$ cat src/hdl/blee_pkg.sv
// ---------------------------------------------------------------------------
// blee_pkg
// Shared types, request codes and status codes for the list edit engine.
// ---------------------------------------------------------------------------
package blee_pkg;

   localparam int CAPACITY_DEF = 16;

   typedef enum logic [2:0] {
      OP_INSERT     = 3'd0,
      OP_REMOVE_ONE = 3'd1,
      OP_REMOVE_ALL = 3'd2,
      OP_REVERSE    = 3'd3,
      OP_CLASSIFY   = 3'd4,
      OP_READ       = 3'd5
   } op_type;

   localparam logic [2:0] ST_OK        = 3'd0;
   localparam logic [2:0] ST_FULL      = 3'd1;
   localparam logic [2:0] ST_EMPTY     = 3'd2;
   localparam logic [2:0] ST_NOT_FOUND = 3'd3;
   localparam logic [2:0] ST_BAD_INDEX = 3'd4;

   localparam logic [1:0] ORD_NONE = 2'd0;
   localparam logic [1:0] ORD_UP   = 2'd1;
   localparam logic [1:0] ORD_DOWN = 2'd2;
   localparam logic [1:0] ORD_FLAT = 2'd3;

   typedef struct packed {
      logic [2:0]        req_type;
      logic [4:0]        position;
      logic signed [31:0] value;
   } req_payload_type;

   typedef struct packed {
      logic [2:0]         status;
      logic [4:0]         entry_count;
      logic [4:0]         removed_count;
      logic [1:0]         order_class;
      logic signed [31:0] read_value;
   } rsp_payload_type;

   typedef struct packed {
      logic start;
      logic scan;
      logic ins_wr;
      logic rd_lo;
      logic rd_hi;
      logic wr_lo;
      logic wr_hi;
      logic rd_idx;
      logic finish;
   } cmd_type;

   typedef struct packed {
      logic [2:0] op;
      logic       err;
      logic       scan_done;
      logic       rev_more;
      logic       rev_next;
      logic       rsp_free;
   } stat_type;

endpackage

$ cat src/hdl/blee_datapath.sv
// ---------------------------------------------------------------------------
// blee_datapath
// Entry memory, count, pointers and result register of the list engine.
// ---------------------------------------------------------------------------
module blee_datapath #(
   parameter int CAPACITY = blee_pkg::CAPACITY_DEF
) (
   input  logic                      clock,
   input  logic                      reset,
   input  logic                      req_fire,
   input  blee_pkg::req_payload_type req_payload,
   input  blee_pkg::cmd_type         cmd,
   output blee_pkg::stat_type        stat,
   output logic                      rsp_valid,
   input  logic                      rsp_ready,
   output blee_pkg::rsp_payload_type rsp_payload
);
   import blee_pkg::*;

   localparam int CW = $clog2(CAPACITY + 1);
   localparam int AW = (CAPACITY > 1) ? $clog2(CAPACITY) : 1;
   localparam int XW = (CW > 5) ? CW : 5;

   logic signed [31:0] mem [CAPACITY];
   logic signed [31:0] mem_q_ff;
   logic signed [31:0] tmp_ff;

   logic [2:0]         op_ff;
   logic signed [31:0] val_ff;
   logic [2:0]         st_ff, st_in;
   logic [CW-1:0]      cnt_ff, cnt_in, i_ff, i_in, w_ff, w_in, slot_ff, slot_in;
   logic [CW-1:0]      pidx_ff, pidx_in, rem_ff, rem_in;
   logic               pend_ff, pend_in;
   logic               up_ff, up_in, down_ff, down_in, flat_ff, flat_in;
   logic               rsp_valid_ff, rsp_valid_in;
   rsp_payload_type    rsp_ff, rsp_in;

   logic               rd_en, wr_en;
   logic [AW-1:0]      rd_addr, wr_addr;
   logic signed [31:0] wr_data;
   logic               issue, drop;
   logic [XW-1:0]      pos_x, cnt_x, slot_x, cnt_fin_x, rem_x;
   logic [CW-1:0]      cnt_fin, cnt_m1, i_m1, pidx_p1;
   logic [CW:0]        i_p2;
   logic [2:0]         st_fin;
   logic [1:0]         ord;

   always_comb begin
      pos_x   = XW'(req_payload.position);
      cnt_x   = XW'(cnt_ff);
      slot_x  = (pos_x == '0) ? '0 : pos_x - XW'(1);
      if (slot_x > cnt_x) begin
         slot_x = cnt_x;
      end
      cnt_m1  = cnt_ff - CW'(1);
      i_m1    = i_ff - CW'(1);
      pidx_p1 = pidx_ff + CW'(1);
      i_p2    = {1'b0, i_ff} + (CW+1)'(2);
      issue   = (op_ff == OP_INSERT) ? (i_ff > slot_ff) : (i_ff < cnt_ff);
      drop    = (mem_q_ff == val_ff) && ((op_ff == OP_REMOVE_ALL) || (rem_ff == '0));

      st_in = st_ff; cnt_in = cnt_ff; i_in = i_ff; w_in = w_ff; slot_in = slot_ff;
      pidx_in = pidx_ff; rem_in = rem_ff; pend_in = 1'b0;
      up_in = up_ff; down_in = down_ff; flat_in = flat_ff;
      rd_en = 1'b0; rd_addr = '0; wr_en = 1'b0; wr_addr = '0; wr_data = mem_q_ff;

      if (cmd.start) begin
         st_in   = ST_OK;
         slot_in = CW'(slot_x);
         rem_in  = '0;
         up_in   = 1'b1; down_in = 1'b1; flat_in = 1'b1;
         i_in    = (req_payload.req_type == OP_INSERT) ? cnt_ff : '0;
         w_in    = (req_payload.req_type == OP_REVERSE) ? cnt_m1 : '0;
         unique case (req_payload.req_type) inside
            OP_INSERT: begin
               if (cnt_ff == CW'(CAPACITY)) st_in = ST_FULL;
            end
            OP_REMOVE_ONE, OP_REMOVE_ALL, OP_REVERSE, OP_CLASSIFY: begin
               if (cnt_ff == '0) st_in = ST_EMPTY;
            end
            OP_READ: begin
               if (pos_x == '0 || pos_x > cnt_x) st_in = ST_BAD_INDEX;
            end
            default: st_in = ST_OK;
         endcase
      end

      if (cmd.scan) begin
         pend_in = issue;
         if (issue) begin
            rd_en = 1'b1;
            if (op_ff == OP_INSERT) begin
               rd_addr = i_m1[AW-1:0]; pidx_in = i_m1; i_in = i_m1;
            end else begin
               rd_addr = i_ff[AW-1:0]; pidx_in = i_ff; i_in = i_ff + CW'(1);
            end
         end
         if (pend_ff) begin
            if (op_ff == OP_INSERT) begin
               wr_en = 1'b1; wr_addr = pidx_p1[AW-1:0];
            end else if (op_ff == OP_CLASSIFY) begin
               if (pidx_ff != '0) begin
                  if (tmp_ff != mem_q_ff) flat_in = 1'b0;
                  if (mem_q_ff < tmp_ff) up_in = 1'b0;
                  if (tmp_ff < mem_q_ff) down_in = 1'b0;
               end
            end else if (drop) begin
               rem_in = rem_ff + CW'(1);
            end else begin
               wr_en = 1'b1; wr_addr = w_ff[AW-1:0]; w_in = w_ff + CW'(1);
            end
         end
      end

      if (cmd.ins_wr) begin
         wr_en = 1'b1; wr_addr = slot_ff[AW-1:0]; wr_data = val_ff;
         cnt_in = cnt_ff + CW'(1);
      end
      if (cmd.rd_lo) begin
         rd_en = 1'b1; rd_addr = i_ff[AW-1:0];
      end
      if (cmd.rd_hi) begin
         rd_en = 1'b1; rd_addr = w_ff[AW-1:0];
      end
      if (cmd.wr_lo) begin
         wr_en = 1'b1; wr_addr = i_ff[AW-1:0];
      end
      if (cmd.wr_hi) begin
         wr_en = 1'b1; wr_addr = w_ff[AW-1:0]; wr_data = tmp_ff;
         i_in = i_ff + CW'(1); w_in = w_ff - CW'(1);
      end
      if (cmd.rd_idx) begin
         rd_en = 1'b1; rd_addr = slot_ff[AW-1:0];
      end

      cnt_fin = ((op_ff == OP_REMOVE_ONE || op_ff == OP_REMOVE_ALL) && st_ff == ST_OK)
                ? w_ff : cnt_ff;
      st_fin  = st_ff;
      if ((op_ff == OP_REMOVE_ONE || op_ff == OP_REMOVE_ALL) && st_ff == ST_OK
          && rem_ff == '0) begin
         st_fin = ST_NOT_FOUND;
      end
      if (flat_ff)      ord = ORD_FLAT;
      else if (up_ff)   ord = ORD_UP;
      else if (down_ff) ord = ORD_DOWN;
      else              ord = ORD_NONE;
      cnt_fin_x = XW'(cnt_fin);
      rem_x     = XW'(rem_ff);

      rsp_in       = rsp_ff;
      rsp_valid_in = rsp_valid_ff && !rsp_ready;
      if (cmd.finish) begin
         cnt_in               = cnt_fin;
         rsp_valid_in         = 1'b1;
         rsp_in.status        = st_fin;
         rsp_in.entry_count   = cnt_fin_x[4:0];
         rsp_in.removed_count = rem_x[4:0];
         rsp_in.order_class   = (op_ff == OP_CLASSIFY) ? ord : ORD_NONE;
         rsp_in.read_value    = (op_ff == OP_READ && st_ff == ST_OK) ? mem_q_ff : '0;
      end
   end

   always_ff @(posedge clock) begin
      if (wr_en) mem[wr_addr] <= wr_data;
      if (rd_en) mem_q_ff <= mem[rd_addr];
      if (cmd.rd_hi) tmp_ff <= mem_q_ff;
      else if (cmd.scan && pend_ff) tmp_ff <= mem_q_ff;
      if (req_fire) begin
         op_ff  <= req_payload.req_type;
         val_ff <= req_payload.value;
      end
      st_ff <= st_in; i_ff <= i_in; w_ff <= w_in; pidx_ff <= pidx_in; rem_ff <= rem_in;
      slot_ff <= (cmd.start && req_payload.req_type == OP_READ)
                 ? CW'(slot_x) : slot_in;
      up_ff <= up_in; down_ff <= down_in; flat_ff <= flat_in;
      rsp_ff <= rsp_in;
   end

   always_ff @(posedge clock) begin
      if (reset) begin
         cnt_ff       <= '0;
         pend_ff      <= 1'b0;
         rsp_valid_ff <= 1'b0;
      end else begin
         cnt_ff       <= cnt_in;
         pend_ff      <= pend_in;
         rsp_valid_ff <= rsp_valid_in;
      end
   end

   assign stat.op        = op_ff;
   assign stat.err       = (st_ff != ST_OK);
   assign stat.scan_done = !issue && !pend_ff;
   assign stat.rev_more  = (i_ff < w_ff);
   assign stat.rev_next  = (i_p2 < {1'b0, w_ff});
   assign stat.rsp_free  = !rsp_valid_ff || rsp_ready;
   assign rsp_valid      = rsp_valid_ff;
   assign rsp_payload    = rsp_ff;

endmodule

$ cat src/hdl/blee_control.sv
// ---------------------------------------------------------------------------
// blee_control
// Sequencer that steps the datapath through each request.
// ---------------------------------------------------------------------------
module blee_control (
   input  logic               clock,
   input  logic               reset,
   input  logic               req_valid,
   output logic               req_ready,
   input  blee_pkg::stat_type stat,
   output blee_pkg::cmd_type  cmd
);
   import blee_pkg::*;

   typedef enum logic [9:0] {
      S_IDLE     = 10'b0000000001,
      S_DISPATCH = 10'b0000000010,
      S_SCAN     = 10'b0000000100,
      S_INS_WR   = 10'b0000001000,
      S_REV_RDLO = 10'b0000010000,
      S_REV_RDHI = 10'b0000100000,
      S_REV_WRLO = 10'b0001000000,
      S_REV_WRHI = 10'b0010000000,
      S_RD_IDX   = 10'b0100000000,
      S_FINISH   = 10'b1000000000
   } state_type;

   state_type state_ff, state_in;

   always_comb begin
      state_in = state_ff;
      cmd      = '0;
      unique case (state_ff)
         S_IDLE: begin
            if (req_valid) begin
               cmd.start = 1'b1;
               state_in  = S_DISPATCH;
            end
         end
         S_DISPATCH: begin
            if (stat.err) begin
               state_in = S_FINISH;
            end else begin
               case (stat.op) inside
                  OP_INSERT, OP_REMOVE_ONE, OP_REMOVE_ALL, OP_CLASSIFY: state_in = S_SCAN;
                  OP_REVERSE: state_in = stat.rev_more ? S_REV_RDLO : S_FINISH;
                  OP_READ:    state_in = S_RD_IDX;
                  default:    state_in = S_FINISH;
               endcase
            end
         end
         S_SCAN: begin
            cmd.scan = 1'b1;
            if (stat.scan_done) begin
               state_in = (stat.op == OP_INSERT) ? S_INS_WR : S_FINISH;
            end
         end
         S_INS_WR: begin
            cmd.ins_wr = 1'b1;
            state_in   = S_FINISH;
         end
         S_REV_RDLO: begin
            cmd.rd_lo = 1'b1;
            state_in  = S_REV_RDHI;
         end
         S_REV_RDHI: begin
            cmd.rd_hi = 1'b1;
            state_in  = S_REV_WRLO;
         end
         S_REV_WRLO: begin
            cmd.wr_lo = 1'b1;
            state_in  = S_REV_WRHI;
         end
         S_REV_WRHI: begin
            cmd.wr_hi = 1'b1;
            state_in  = stat.rev_next ? S_REV_RDLO : S_FINISH;
         end
         S_RD_IDX: begin
            cmd.rd_idx = 1'b1;
            state_in   = S_FINISH;
         end
         S_FINISH: begin
            if (stat.rsp_free) begin
               cmd.finish = 1'b1;
               state_in   = S_IDLE;
            end
         end
         default: state_in = S_IDLE;
      endcase
   end

   always_ff @(posedge clock) begin
      if (reset) begin
         state_ff <= S_IDLE;
      end else begin
         state_ff <= state_in;
      end
   end

   assign req_ready = (state_ff == S_IDLE);

endmodule

$ cat src/hdl/bounded_list_edit_engine_core.sv
// ---------------------------------------------------------------------------
// bounded_list_edit_engine_core
// Ordered list of signed 32-bit values with insert, remove, reverse,
// order classification and indexed read.
// ---------------------------------------------------------------------------
// Steps: idle, dispatch, finish for all; error cases and unused codes go
// straight to finish. Insert scans then writes its slot, removes and classify
// scan, read reads its slot, reverse swaps pairs (one memory read port, one write port).
// Throughput: one request at a time; the next is taken once the previous
// one has reached the response register.
// Reset: count and control cleared; entry memory is not cleared.
module bounded_list_edit_engine_core #(
   parameter int CAPACITY = blee_pkg::CAPACITY_DEF
) (
   input  logic                      clock,
   input  logic                      reset,
   input  logic                      req_valid,
   output logic                      req_ready,
   input  blee_pkg::req_payload_type req_payload,
   output logic                      rsp_valid,
   input  logic                      rsp_ready,
   output blee_pkg::rsp_payload_type rsp_payload
);
   import blee_pkg::*;

   cmd_type  cmd;
   stat_type stat;

   blee_control u_control (
      .clock     (clock),
      .reset     (reset),
      .req_valid (req_valid),
      .req_ready (req_ready),
      .stat      (stat),
      .cmd       (cmd)
   );

   blee_datapath #(.CAPACITY(CAPACITY)) u_datapath (
      .clock       (clock),
      .reset       (reset),
      .req_fire    (cmd.start),
      .req_payload (req_payload),
      .cmd         (cmd),
      .stat        (stat),
      .rsp_valid   (rsp_valid),
      .rsp_ready   (rsp_ready),
      .rsp_payload (rsp_payload)
   );

endmodule

$ cat config.mk
export PLATFORM = sky130hd
export DESIGN_NAME = bounded_list_edit_engine_core
export DESIGN_NICKNAME = d
export VERILOG_FILES = /design/src/hdl/blee_pkg.sv /design/src/hdl/blee_datapath.sv /design/src/hdl/blee_control.sv /design/src/hdl/bounded_list_edit_engine_core.sv
export SDC_FILE = /design/constraint.sdc
export NUM_CORES = 1
export LEC_CHECK = 0
export BUFFER_PORTS_ARGS = -buffer_cell sky130_fd_sc_hd__buf_2
export CAP_MARGIN = 10
export CELL_PAD_IN_SITES_DETAIL_PLACEMENT = 1
export CELL_PAD_IN_SITES_GLOBAL_PLACEMENT = 1
export CORE_MARGIN = 2
export CORE_UTILIZATION = 42
export CTS_BUF_LIST = sky130_fd_sc_hd__clkbuf_16
export DETAILED_ROUTE_END_ITERATION = 7
export GPL_ROUTABILITY_DRIVEN = 0
export GPL_TIMING_DRIVEN = 0
export MAX_ROUTING_LAYER = met4
export PLACE_DENSITY_LB_ADDON = 0.25
export SETUP_SLACK_MARGIN = 0.4
export SLEW_MARGIN = 20
export SYNTH_ARGS = -nofsm -noshare
export SYNTH_HDL_FRONTEND = slang
export SYNTH_HIERARCHICAL = 1
export SYNTH_SLANG_ARGS = --single-unit
$ cat constraint.sdc
create_clock -name clock -period 7.7 [get_ports clock]
set_input_delay 1.54 -clock clock [delete_from_list [all_inputs] [get_ports clock]]
set_output_delay 1.54 -clock clock [all_outputs]
set_load 0.05 [all_outputs]
Word level (Yosys, flattened, before mapping)
Memory sizes are Yosys's and may differ from the RTL's. A register that Yosys moved wholly into a read port is not among the register bits.
Cells that the tools add are included.
{"block": "word_totals", "input_bits": 44, "latch_bits": 0, "output_inout_bits": 49, "memories": 1, "ramBits": 512, "regBits": 162, "romBits": 0, "wordCells": 213}
{"name": "u_datapath.mem", "depth": 16, "word_bits": 32, "read_ports": 1, "rd_ports_with_merged_regs": 1, "wr": 1, "line": "blee_datapath.sv:24", "rtl": "logic signed [31:0] mem [CAPACITY];"}
{"block": "op_classes", "multipliers": 0, "bitwise": 1, "magnitude_cmp": 8, "n_div": 0, "reduce_logical": 33, "mux": 113, "n_shift": 0, "n_addsub": 10, "eq_ne": 26}
{"op": "5-bit two-way mux", "n": 28}
{"op": "32-bit two-way mux", "n": 4}
{"op": "10-bit two-way mux", "n": 10}
{"op": "10-bit case mux with 9 select lines", "n": 1}
{"op": "32-bit less-than comparator", "n": 2}
{"op": "4-bit two-way mux", "n": 14}
{"op": "1-bit two-way mux", "n": 50}
{"op": "32-bit equality test", "n": 1}
{"op": "32-bit != test", "n": 1}
{"op": "5-bit by 1-bit adder with 5-bit output (second input constant)", "n": 4}
{"op": "5-bit by 1-bit subtractor with 5-bit output (second input constant)", "n": 4}
{"op": "5-bit > comparator", "n": 3}
{"op": "5-bit logical NOT", "n": 3}
{"op": "3-bit by 2-bit equality test with 1-bit output (second input constant)", "n": 4}
{"op": "3-bit equality test (second input constant)", "n": 4}
{"op": "10-bit by 1-bit equality test with 1-bit output (second input constant)", "n": 1}
{"op": "10-bit equality test (second input constant)", "n": 1}
{"op": "10-bit by 2-bit equality test with 1-bit output (second input constant)", "n": 1}
{"op": "10-bit by 3-bit equality test with 1-bit output (second input constant)", "n": 1}
{"op": "10-bit by 4-bit equality test with 1-bit output (second input constant)", "n": 1}
{"op": "10-bit by 5-bit equality test with 1-bit output (second input constant)", "n": 1}
{"op": "10-bit by 6-bit equality test with 1-bit output (second input constant)", "n": 1}
{"op": "10-bit by 7-bit equality test with 1-bit output (second input constant)", "n": 1}
{"op": "10-bit by 8-bit equality test with 1-bit output (second input constant)", "n": 1}
{"op": "other kinds (23)", "n": 49}

Depth between registers and ports, before layout
{"block": "depth", "word_depth": 13, "mapped_depth": 18, "depth_no_buf": 14}

Cells and area by module
Netlist, hierarchy kept.
{"module": "blee_datapath", "seq_area_each_um2": 20649.8, "cells_per_inst": 2355, "area_per_inst_um2": 29801.1, "instances": 1}
{"module": "blee_control", "seq_area_each_um2": 200.2, "cells_per_inst": 96, "area_per_inst_um2": 743.2, "instances": 1}

Worst setup path before layout
OpenSTA, ideal clock, no wires.
{"block": "synth_timing", "kind": "input-to-reg", "start": "in rsp_ready", "end": "reg u_datapath.cnt_ff[0]", "setup_time_ns": 0.137, "path_slack_ns": 1.870, "required_ns": 7.563, "path_stages": 7, "n_path_buf": 1, "arrival_time_ns": 5.693, "cell_sequence": "nand2b_1 > inv_1 > nor3_1 > inv_1 > clkbuf_1 > nor2_1 > a211oi_1"}
{"item": "from (decl)", "line": "bounded_list_edit_engine_core.sv:21", "rtl": "input logic rsp_ready,"}
{"item": "to (signal assigned)", "line": "blee_datapath.sv:185", "rtl": "cnt_ff <= cnt_in;"}
{"item": "to (decl)", "line": "blee_datapath.sv:31", "rtl": "logic [CW-1:0] cnt_ff, cnt_in, i_ff, i_in, w_ff, w_in, slot_ff, slot_in;"}

==> metrics.yaml <==
status: "finished, final reports clean"
die-area_mm2: 0.07490
hold_class: "reg -> reg"
worst_clock_skew_ns: 0.01808
ys_types: 75
clock_path_buffers: 3
dp_hpwl_um: 68880
synthArstFlopShare: 0
p_per_area_mw_per_mm2: 245.2
syn_area_mm2: 0.03054
grt_antenna_before_repair: 5
grt_pass1_wl_um: 144900
drtAntennaViolNets: 0
postCtsHoldBufs: 0
power.leakage_nw: 12.29
setup_viol_count_final: 0
cp-end-kind: "flip-flop"
grt_overflow: 0
htree_levels: 3
wl_per_cell_um: 26.71
synth_top_area_frac: 0.6597
postCtsSetupRepairBufs: 0
die_x_um: 273.7
max_freq_mhz: 171.4
die_h_um: 273.7
hold_viol: 0
ctsResizeCount: 0
core_mm2: 0.07173
slew_viol_final: 0
drt-initial-drc-count: 2175
synth_top_family_by_area: "simple AND/OR/NAND/NOR gates"
worst_slew_margin_rel: 0.2857
synth_fa_ha_area_frac: 0.03105
rr_worst_depth: 18
worst_ep_arrival_time_ns: 6.13
yosysSeqAreaShare: 0.6826
vias: 21490
final_common_cell: "edfxtp_1"
route.detailed.drc: 0
clk_latency_ns: 0.64
required_ns: 7.99
synthTopCellsByArea: "edfxtp_1 (66%), nand2_1 (6.6%), ha_1 (3.1%)"
rsz0062_at_grt: "no"
syn_area_per_cell_um2: 12.46
port_buffers: 92
rrSetupSlack_ns: 1.86
synth_top_cell_by_area: "edfxtp_1"
synth_edf_count: 671
start_util: 0.4258
period_minus_slack_ns: 5.836
r2r_end: "u_datapath/mem_q_ff[29]"
drv_cap: 0
synthCells: 2451
worstPathMaxFanout: 10
critPathKind: "reg -> reg"
startpoint_type: "flip-flop"
rows: 98
nets: 2793
r2r_start: "u_control/state_ff[8]"
place_ws_ns: 2.273
p_total_mw: 8.744
synth-seq-cells: 706
hold_end: "u_datapath/down_ff"
dominantRegCellSynth: "edfxtp_1"
synth_xor_xnor_area_share: 0.01806
syn_nets: 2570
final_cell_mix: "edfxtp_1 (671), nand2_1 (533), a21oi_1 (155)"
worst_slack_ns: 1.864
dr.pass1.iters: 6
period_share: 0.7579
cts_buffers: 78
cts_tree: "yes"
worst_ir_drop_vdd_uv: 154.1
grt_pass1_vias: 22530
via_per_inst: 5.829
clkSinkCount: 706
yosysWarnings: 6
areaGrowthSynthToFinish_pct: 16.75
synth_compound_area_frac: 0.08447
min_path_cells: 1
synth_simple_gate_area_frac: 0.1381
grt_use_total: 0.2708
hold_path.startpoint: "u_datapath/down_ff"
worstMarginPinSlew_ns: 1.064
drive_gt1_frac: 0.1496
clockRootBuffer: "clkbuf_16"
synthMuxAreaShare: 0.01466
grt_max_degree: 33
pin_count: 93
routed_wl_um: 98450
cts.clk_slew.worst_paths_ns: 0.06
-- kinds of logic after synthesis --
kind of cell / after synthesis
flip-flops: 706
adder cells (fa/ha/maj): 76
XOR/XNOR: 63
AND/OR/NAND/NOR: 937
AO/OA/AOI/OAI: 407
buffers and inverters: 218
multiplexers: 44
-- critical path, stage by stage, from the launching register on --
cell and delay [ns]:
dfxtp_1 0.29, clkbuf_1 0.22, nor2_1 0.23, nor4b_1 0.51
nand2_1 0.17, nor3b_1 0.41, clkbuf_1 0.43, nor3b_1 0.39
a21oi_1 0.16, and3_1 0.25, o221ai_1 0.15, and3_1 0.19
buf_2 0.26, or3_1 0.14, buf_2 0.24, buf_2 0.34
a21oi_1 0.08, nor4_1 0.65, nand2_1 0.35
-- registers in the layout, indices dropped and copies added (netlist names) --
| name | cells |
|---|---|
| u_datapath/w_ff | 5 |
| u_datapath/rsp_payload | 47 |
| u_datapath/flat_ff | 1 |
| u_datapath/rsp_valid | 1 |
| u_datapath/mem | 512 |
| u_datapath/i_ff | 5 |
| u_datapath/op_ff | 3 |
| u_datapath/val_ff | 32 |
| u_datapath/cnt_ff | 5 |
| u_datapath/rem_ff | 5 |
| u_datapath/pidx_ff | 5 |
| u_datapath/st_ff | 3 |
| u_datapath/pend_ff | 1 |
| u_datapath/up_ff | 1 |
| u_datapath/slot_ff | 5 |
| u_control/state_ff | 10 |
| u_datapath/down_ff | 1 |
| u_datapath/tmp_ff | 32 |
| u_datapath/mem_q_ff | 32 |
-- stage by stage --
step,util,area [um^2],TNS [ns],hold slack [ns],instances
2_1_floorplan,-,30540,0,0.4481,2451
3_3_place_gp,0.4488,32190,-59.46,0.4574,3493
3_5_place_dp,0.4607,33050,0,0.4731,3544
4_1_cts,0.4970,35650,0,0.4874,3684
5_1_grt,0.4972,35660,0,0.5118,3686
6_report,0.4972,35660,0,0.4867,3686
-- per-layer routing --
metal / track usage / vias up / part of all wire
li1: - / 9474 / -
met1: 0.3492 / 10960 / 0.41
met2: 0.4325 / 869 / 0.48
met3: 0.04877 / 186 / 0.079
met4: 0.09088 / 0 / 0.031
met5: - / - / 0
-- Yosys cell counts, drive strengths merged, types with 10 or more instances --
| master | number |
|---|---|
| edfxtp | 671 |
| nand2 | 535 |
| a21oi | 164 |
| o21ai | 101 |
| nor2 | 85 |
| nand3 | 84 |
| clkbuf | 79 |
| nor4 | 78 |
| ha | 75 |
| inv | 71 |
| buf | 66 |
| nor3 | 57 |
| xor2 | 40 |
| mux2i | 38 |
| a31oi | 35 |
| dfxtp | 35 |
| o2111ai | 30 |
| xnor2 | 23 |
| nand4 | 18 |
| nand2b | 14 |
| nor3b | 14 |
| a211oi | 11 |
| or3 | 11 |
| nor2b | 10 |
-- layout make-up --
| cell class | count | area [um^2] |
|---|---|---|
| diodes | 2 | 5.005 |
| plain buffers | 145 | 668.1 |
| clock inverters | 62 | 650.6 |
| flip-flops and latches | 706 | 20850 |
| repair buffers | 143 | 1111 |
| multi-input cells | 1527 | 8957 |
| clock buffers | 78 | 1952 |
| well taps | 950 | 1189 |
| fillers | 7372 | 36070 |
| inverters | 73 | 279.0 |
-- worst max-delay path by stage --
stage                                from                       to  slack, ns  cells past startpoint
CTS                 u_control/state_ff[8]  u_datapath/mem_q_ff[29]       2.26                     18
global route        u_control/state_ff[8]  u_datapath/mem_q_ff[29]       1.56                     18
detailed placement  u_control/state_ff[8]  u_datapath/mem_q_ff[29]       2.27                     18
floorplan                       rsp_ready     u_datapath/cnt_ff[0]       1.87                      7
finish              u_control/state_ff[8]  u_datapath/mem_q_ff[29]       1.86                     18
global placement    u_control/state_ff[5]   u_datapath/mem[14][24]      -0.94                      9
-- power by group --
| part | switching, mW | total [mW] | internal [mW] |
|---|---|---|---|
| combinational | 0.410 | 0.616 | 0.206 |
| sequential | 0.0829 | 4.33 | 4.24 |
| clock | 1.60 | 3.80 | 2.20 |
| total | 2.09 | 8.74 | 6.65 |
Note: power is estimated with default switching activity, not from simulation.
